===== config.mk =====
export PLATFORM = sky130hd
export DESIGN_NAME = message_ring_queue
export DESIGN_NICKNAME = d
export VERILOG_FILES = /design/src/sv/mrq_pkg.sv /design/src/sv/mrq_cell.sv /design/src/sv/message_ring_queue.sv
export SDC_FILE = /design/constraint.sdc
export NUM_CORES = 1
export LEC_CHECK = 0
export BUFFER_PORTS_ARGS = -buffer_cell sky130_fd_sc_hd__clkbuf_2
export CORE_MARGIN = 10
export CORE_UTILIZATION = 45
export DETAILED_ROUTE_END_ITERATION = 10
export GPL_ROUTABILITY_DRIVEN = 0
export PLACE_DENSITY = 0.72
export RECOVER_POWER = 25
export SKIP_CTS_REPAIR_TIMING = 1
export SLEW_MARGIN = 20
export SYNTH_ARGS = -nofsm -noshare
export SYNTH_HDL_FRONTEND = slang
export SYNTH_SLANG_ARGS = --single-unit

===== constraint.sdc =====
create_clock -name clk -period 3.9 [get_ports clk]
set_input_delay 0 -clock clk [delete_from_list [all_inputs] [get_ports clk]]
set_output_delay 0 -clock clk [all_outputs]
set_load 0.05 [all_outputs]

===== src/sv/mrq_pkg.sv =====
// mrq_pkg: shared types and constants for the message ring queue.
// Used by mrq_cell, message_ring_queue and mrq_checker; no dependencies.
package mrq_pkg;

	localparam int QUEUE_DEPTH_DEF = 16;
	localparam int CAP_W           = 5;
	localparam int ID_W            = 8;
	localparam int PRM_W           = 16;

	localparam logic OP_POST = 1'b0;
	localparam logic OP_PEND = 1'b1;

	typedef enum logic [1:0] {
		ST_OK    = 2'd0,
		ST_FULL  = 2'd1,
		ST_EMPTY = 2'd2
	} status_t;

	typedef struct packed {
		logic [ID_W-1:0]  msg_id;
		logic [PRM_W-1:0] param;
	} entry_t;

	// per-cell controls for one cycle
	typedef struct packed {
		logic shift;
		logic load;
	} cell_ctrl_t;

endpackage


===== src/sv/mrq_cell.sv =====
// mrq_cell: one storage cell of the queue chain.
// Depends on mrq_pkg for entry_t and cell_ctrl_t.
module mrq_cell (
	input  logic                clk,
	input  mrq_pkg::cell_ctrl_t ctrl,
	input  mrq_pkg::entry_t     upper,
	input  mrq_pkg::entry_t     new_entry,
	output mrq_pkg::entry_t     data
);
	import mrq_pkg::*;

	entry_t data_q;

	// payload only: no reset needed, unwritten cells are never read
	always_ff @(posedge clk) begin
		if (ctrl.load) begin
			data_q <= new_entry;
		end else if (ctrl.shift) begin
			data_q <= upper;
		end
	end

	assign data = data_q;

endmodule


===== src/sv/message_ring_queue.sv =====
// message_ring_queue: top level of the message FIFO.
// Depends on mrq_pkg and mrq_cell; checked by mrq_checker (bound separately).
//
// A post stores {msg_id, param} unless the queue holds capacity entries; a pend
// returns the oldest entry unless the queue is empty. One transaction is taken
// every clock (busy stays low) and its result appears on the cycle after
// acceptance, marked by done for exactly one cycle, so the block runs at one
// item per clock. Entries sit in a chain of cells with the oldest in the first
// cell; a pend moves every cell's contents one place toward the head. Writing
// capacity (1..CAP_MAX, the smaller of QUEUE_DEPTH and 31; larger values
// saturate, zero is ignored) empties the queue; it resets to CAP_MAX. Results
// cannot be stalled and must be taken when shown.
module message_ring_queue #(
	parameter int QUEUE_DEPTH = mrq_pkg::QUEUE_DEPTH_DEF
) (
	input  logic                     clk,
	input  logic                     arst_n,
	input  logic                     start,
	output logic                     busy,
	input  logic                     opcode,
	input  logic [mrq_pkg::ID_W-1:0]  msg_id,
	input  logic [mrq_pkg::PRM_W-1:0] param,
	output logic                     done,
	output logic [1:0]               status,
	output logic [mrq_pkg::ID_W-1:0]  out_msg_id,
	output logic [mrq_pkg::PRM_W-1:0] out_param,
	output logic [mrq_pkg::CAP_W-1:0] occupancy,
	input  logic                     cfg_we,
	input  logic [mrq_pkg::CAP_W-1:0] cfg_data
);
	import mrq_pkg::*;

	localparam int CAP_LIMIT = (1 << CAP_W) - 1;
	localparam int CAP_MAX   = (QUEUE_DEPTH > CAP_LIMIT) ? CAP_LIMIT : QUEUE_DEPTH;

	logic [CAP_W-1:0] capacity_q;
	logic [CAP_W-1:0] count_q;
	logic             done_q;
	status_t          status_q;
	logic [ID_W-1:0]  out_msg_id_q;
	logic [PRM_W-1:0] out_param_q;
	logic [CAP_W-1:0] occupancy_q;

	logic    accept;
	logic    post_ok;
	logic    pend_ok;
	status_t status_d;
	entry_t  new_entry;
	entry_t  cell_data [QUEUE_DEPTH];
	logic [CAP_W-1:0] count_d;

	assign busy      = 1'b0;
	assign accept    = start && !busy;
	assign new_entry = '{msg_id: msg_id, param: param};

	always_comb begin
		post_ok  = 1'b0;
		pend_ok  = 1'b0;
		status_d = ST_OK;
		count_d  = count_q;
		if (opcode == OP_PEND) begin
			if (count_q != '0) begin
				pend_ok = 1'b1;
				count_d = count_q - 1'b1;
			end else begin
				status_d = ST_EMPTY;
			end
		end else begin
			if (count_q < capacity_q) begin
				post_ok = 1'b1;
				count_d = count_q + 1'b1;
			end else begin
				status_d = ST_FULL;
			end
		end
	end

	// capacity and count; a nonzero capacity write empties the queue
	always_ff @(posedge clk or negedge arst_n) begin
		if (!arst_n) begin
			capacity_q <= CAP_W'(CAP_MAX);
			count_q    <= '0;
		end else if (cfg_we && cfg_data != '0) begin
			capacity_q <= (int'(cfg_data) > CAP_MAX) ? CAP_W'(CAP_MAX) : cfg_data;
			count_q    <= '0;
		end else if (accept) begin
			count_q <= count_d;
		end
	end

	// chain of cells, head at index 0
	for (genvar i = 0; i < QUEUE_DEPTH; i++) begin : g_cell
		cell_ctrl_t ctrl;
		entry_t     upper;

		assign ctrl.shift = accept && pend_ok;
		assign ctrl.load  = accept && post_ok && (int'(count_q) == i);

		if (i < QUEUE_DEPTH - 1) begin : g_mid
			assign upper = cell_data[i+1];
		end else begin : g_tail
			assign upper = cell_data[i];
		end

		mrq_cell u_cell (
			.clk       (clk),
			.ctrl      (ctrl),
			.upper     (upper),
			.new_entry (new_entry),
			.data      (cell_data[i])
		);
	end

	always_ff @(posedge clk or negedge arst_n) begin
		if (!arst_n) begin
			done_q <= 1'b0;
		end else begin
			done_q <= accept;
		end
	end

	always_ff @(posedge clk) begin
		if (accept) begin
			status_q     <= status_d;
			out_msg_id_q <= pend_ok ? cell_data[0].msg_id : '0;
			out_param_q  <= pend_ok ? cell_data[0].param : '0;
			occupancy_q  <= count_d;
		end
	end

	assign done       = done_q;
	assign status     = status_q;
	assign out_msg_id = out_msg_id_q;
	assign out_param  = out_param_q;
	assign occupancy  = occupancy_q;

endmodule


==> impl_metrics.ini <==
[synthesis]
ys_async_sr_fraction = 0.0258
netlist_area_sq_um = 18700
synth_edf_count = 415
synth_area_leaders = edfxtp_1, mux2_2, mux2_4
syn_inst = 1027
yosysSeqAreaShare = 0.683
synth_top_cell_area_share = 0.668
synth.distinct_cells = 65
synth_flop_cell = edfxtp_1
synth_most_common_cell = edfxtp_1
syn_nets = 1071
ys_seq_elements = 426
yosysTopAreaCell = edfxtp_1
synth_common_cells = edfxtp_1, mux2_2, mux2_4
avgSynthCellArea_sq_um = 18.2
yosysWarnings = 0

[detailed_routing]
dr.max_layer_used = met4
num_vias = 9304
wl_met1_mm = 16.2
drt-initial-drc-count = 639
wl_met2_mm = 18.4
vias_per_cell = 5.43
dr.pass1.iters = 4
avgRoutedWirePerCell_microns = 21.7
wl_met3_mm = 1.77
wirelength_mm = 37.2
ant_nets = 0
drc = 0

[sta]
post-route-period-util = 0.881
timing.fmax_mhz = 291
relSlewSlack = -0.0264
fin_setup_tns_ps = 0
drv_slew = 29
finalHoldViolCount = 0
tightest_slew_ps = 1540
setup_viol = 0
worst_slack_ps = 465
holdWs_ps = 43.4
final.min_clock_period_ps = 3430
rsz0062_at_grt = no
skew_ps = 14.1

[floorplan]
row_count = 74
dieArea_sq_um = 50000
die_w_microns = 224
ios = 67
start_util = 0.456
die_y_microns = 224
core_area_sq_um = 40900

[pwr]
switching_share = 0.265
ir_worst_vdd_mv = 0.306
intPower_uw = 9220
pwr-share-clk = 0.318
power.density_nw_per_um2 = 591
comb_power_share = 0.179
sequentialPowerShare = 0.503
leakagePower_uw = 0.00726
net-switching-power_uw = 3320
finalPower_uw = 12500

[cts]
worstSkewPairLatency_ps = 550
cts_buffer_depth = 3
cts.sinks = 426
cts_tree = yes
h-tree-depth = 2
path_clk_slew_ps = 60
cts-root-buf = clkbuf_16
cts_made_buffers = 43

[hold_path]
min_path_type = in -> reg

[global_routing]
gr-total-overflow = 0
grtUsageTotal = 0.145
antenna_found_initial = 2
grt_pass1_vias = 9549
grt_max_degree = 29
grt_pass1_wl_mm = 57.2

[placement]
dpl.hpwl_mm = 23.8
port_buffers = 65
dpl_worst_slack_ps = 679
place_inst = 1609

[worst_setup_path]
crit_chain = ha_1, a21oi_1, o21a_4, o21ai_4, nor3_1, clkbuf_1, nand2b_1, buf_4
slowest_stage = clkbuf_1
critPathArrivalTime_ps = 3670
cp.required_ps = 4140
crit_type = reg -> reg
path_delay_family = buffers and inverters
crit_fanout = 15
cp-start-kind = flop
endpoint_kind = flop
path_buf_inv = 2
slowest_delay_ps = 680

[flow_run]
maxCapViolations = 1

[cells_and_area]
stdcell_count = 1715
area_growth_pct = 13.7
nets = 1195
drive_gt1_frac = 0.389

[status]
violations = capacitance limit, slew limit
status = complete, but fails checks
==> flip-flops by register name, summed over array words and instances (netlist names) <==
name / count
done: 1
g_cell.u_cell.data: 384
out_param: 16
occupancy: 5
out_msg_id: 8
capacity_q: 5
count_q: 5
status: 2
==> through the flow <==
step | utilization | cell area (sq um)
after global routing | 0.518 | 21200
after detailed placement | 0.482 | 19700
final | 0.518 | 21200
after CTS | 0.514 | 21100
after floorplan | - | 18700
after global placement | 0.482 | 19700
==> cell usage in the layout (no fill, tap or decap), types with 16 or more instances in the layout <==
| cell | n |
|---|---|
| nand2_1 | 17 |
| mux2_1 | 28 |
| mux2_2 | 275 |
| mux2_4 | 57 |
| clkbuf_16 | 45 |
| buf_4 | 45 |
| nand2b_1 | 16 |
| and2_0 | 16 |
| clkbuf_1 | 75 |
| dlygate4sd3_1 | 29 |
| edfxtp_1 | 415 |
==> cells by family (layout without fill, tap and decap cells) <==
| kind of cell | count (synthesis) | after routing | synth area share |
|---|---|---|---|
| AND/OR/NAND/NOR | 105 | 105 | 0.0408 |
| AO/OA/AOI/OAI | 41 | 41 | 0.0164 |
| adder cells (fa/ha/maj) | 10 | 10 | 0.00671 |
| multiplexers | 362 | 362 | 0.230 |
| buffers and inverters | 79 | 234 | 0.0218 |
| XOR/XNOR | 3 | 3 | 0.00141 |
| other | 1 | 2 | 0.000201 |
| flip-flops | 426 | 426 | 0.683 |
==> worst paths after layout <==
| path | from | cells after the start | slack [ps] | to |
|---|---|---|---|---|
| max | count_q[2] | 8 | 470 | g_cell[2].u_cell.data[5] |
| min | cfg_we | 3 | 40 | count_q[0] |
| max reg2reg | count_q[2] | 8 | 470 | g_cell[2].u_cell.data[5] |
| min reg2reg | g_cell[0].u_cell.data[2] | 1 | 520 | out_param[2] |
| max in group asynchronous | arst_n | 4 | 2420 | count_q[0] |
| min in group asynchronous | arst_n | 3 | 520 | capacity_q[4] |
==> power groups by stage <==
stage	sequential (uW)	clock (uW)	combinational, uW
6_report	6300	3990	2250
5_1_grt	6370	4230	2440
4_1_cts	6310	4050	2300
3_5_place_dp	6400	0	2280
3_3_place_gp	6380	0	2240
2_1_floorplan	6550	0	1400
==> final cells by class <==
class	instances	area, sq um
fillers	3323	19700
inverters	11	41.3
diodes	1	2.50
repair buffers	147	928
clock buffers	56	1170
well taps	532	666
flip-flops and latches	426	12700
clock inverters	20	165
multi-input cells	522	5510
==> metal layers <==
metal | up-vias | track usage
li1 | 4220 | -
met1 | 4809 | 0.191
met2 | 218 | 0.243
met3 | 57 | 0.0237
met4 | 0 | 0.0434
met5 | - | 0
==> worst register-to-register path, delay by kind of cell (launching register included) <==
family	cells	cell delay (ps)
compound gates	3	590
fa+ha+maj	1	350
buf+inv	2	920
flops	1	620
simple gates	2	640
(Power assumes the default switching activity.)
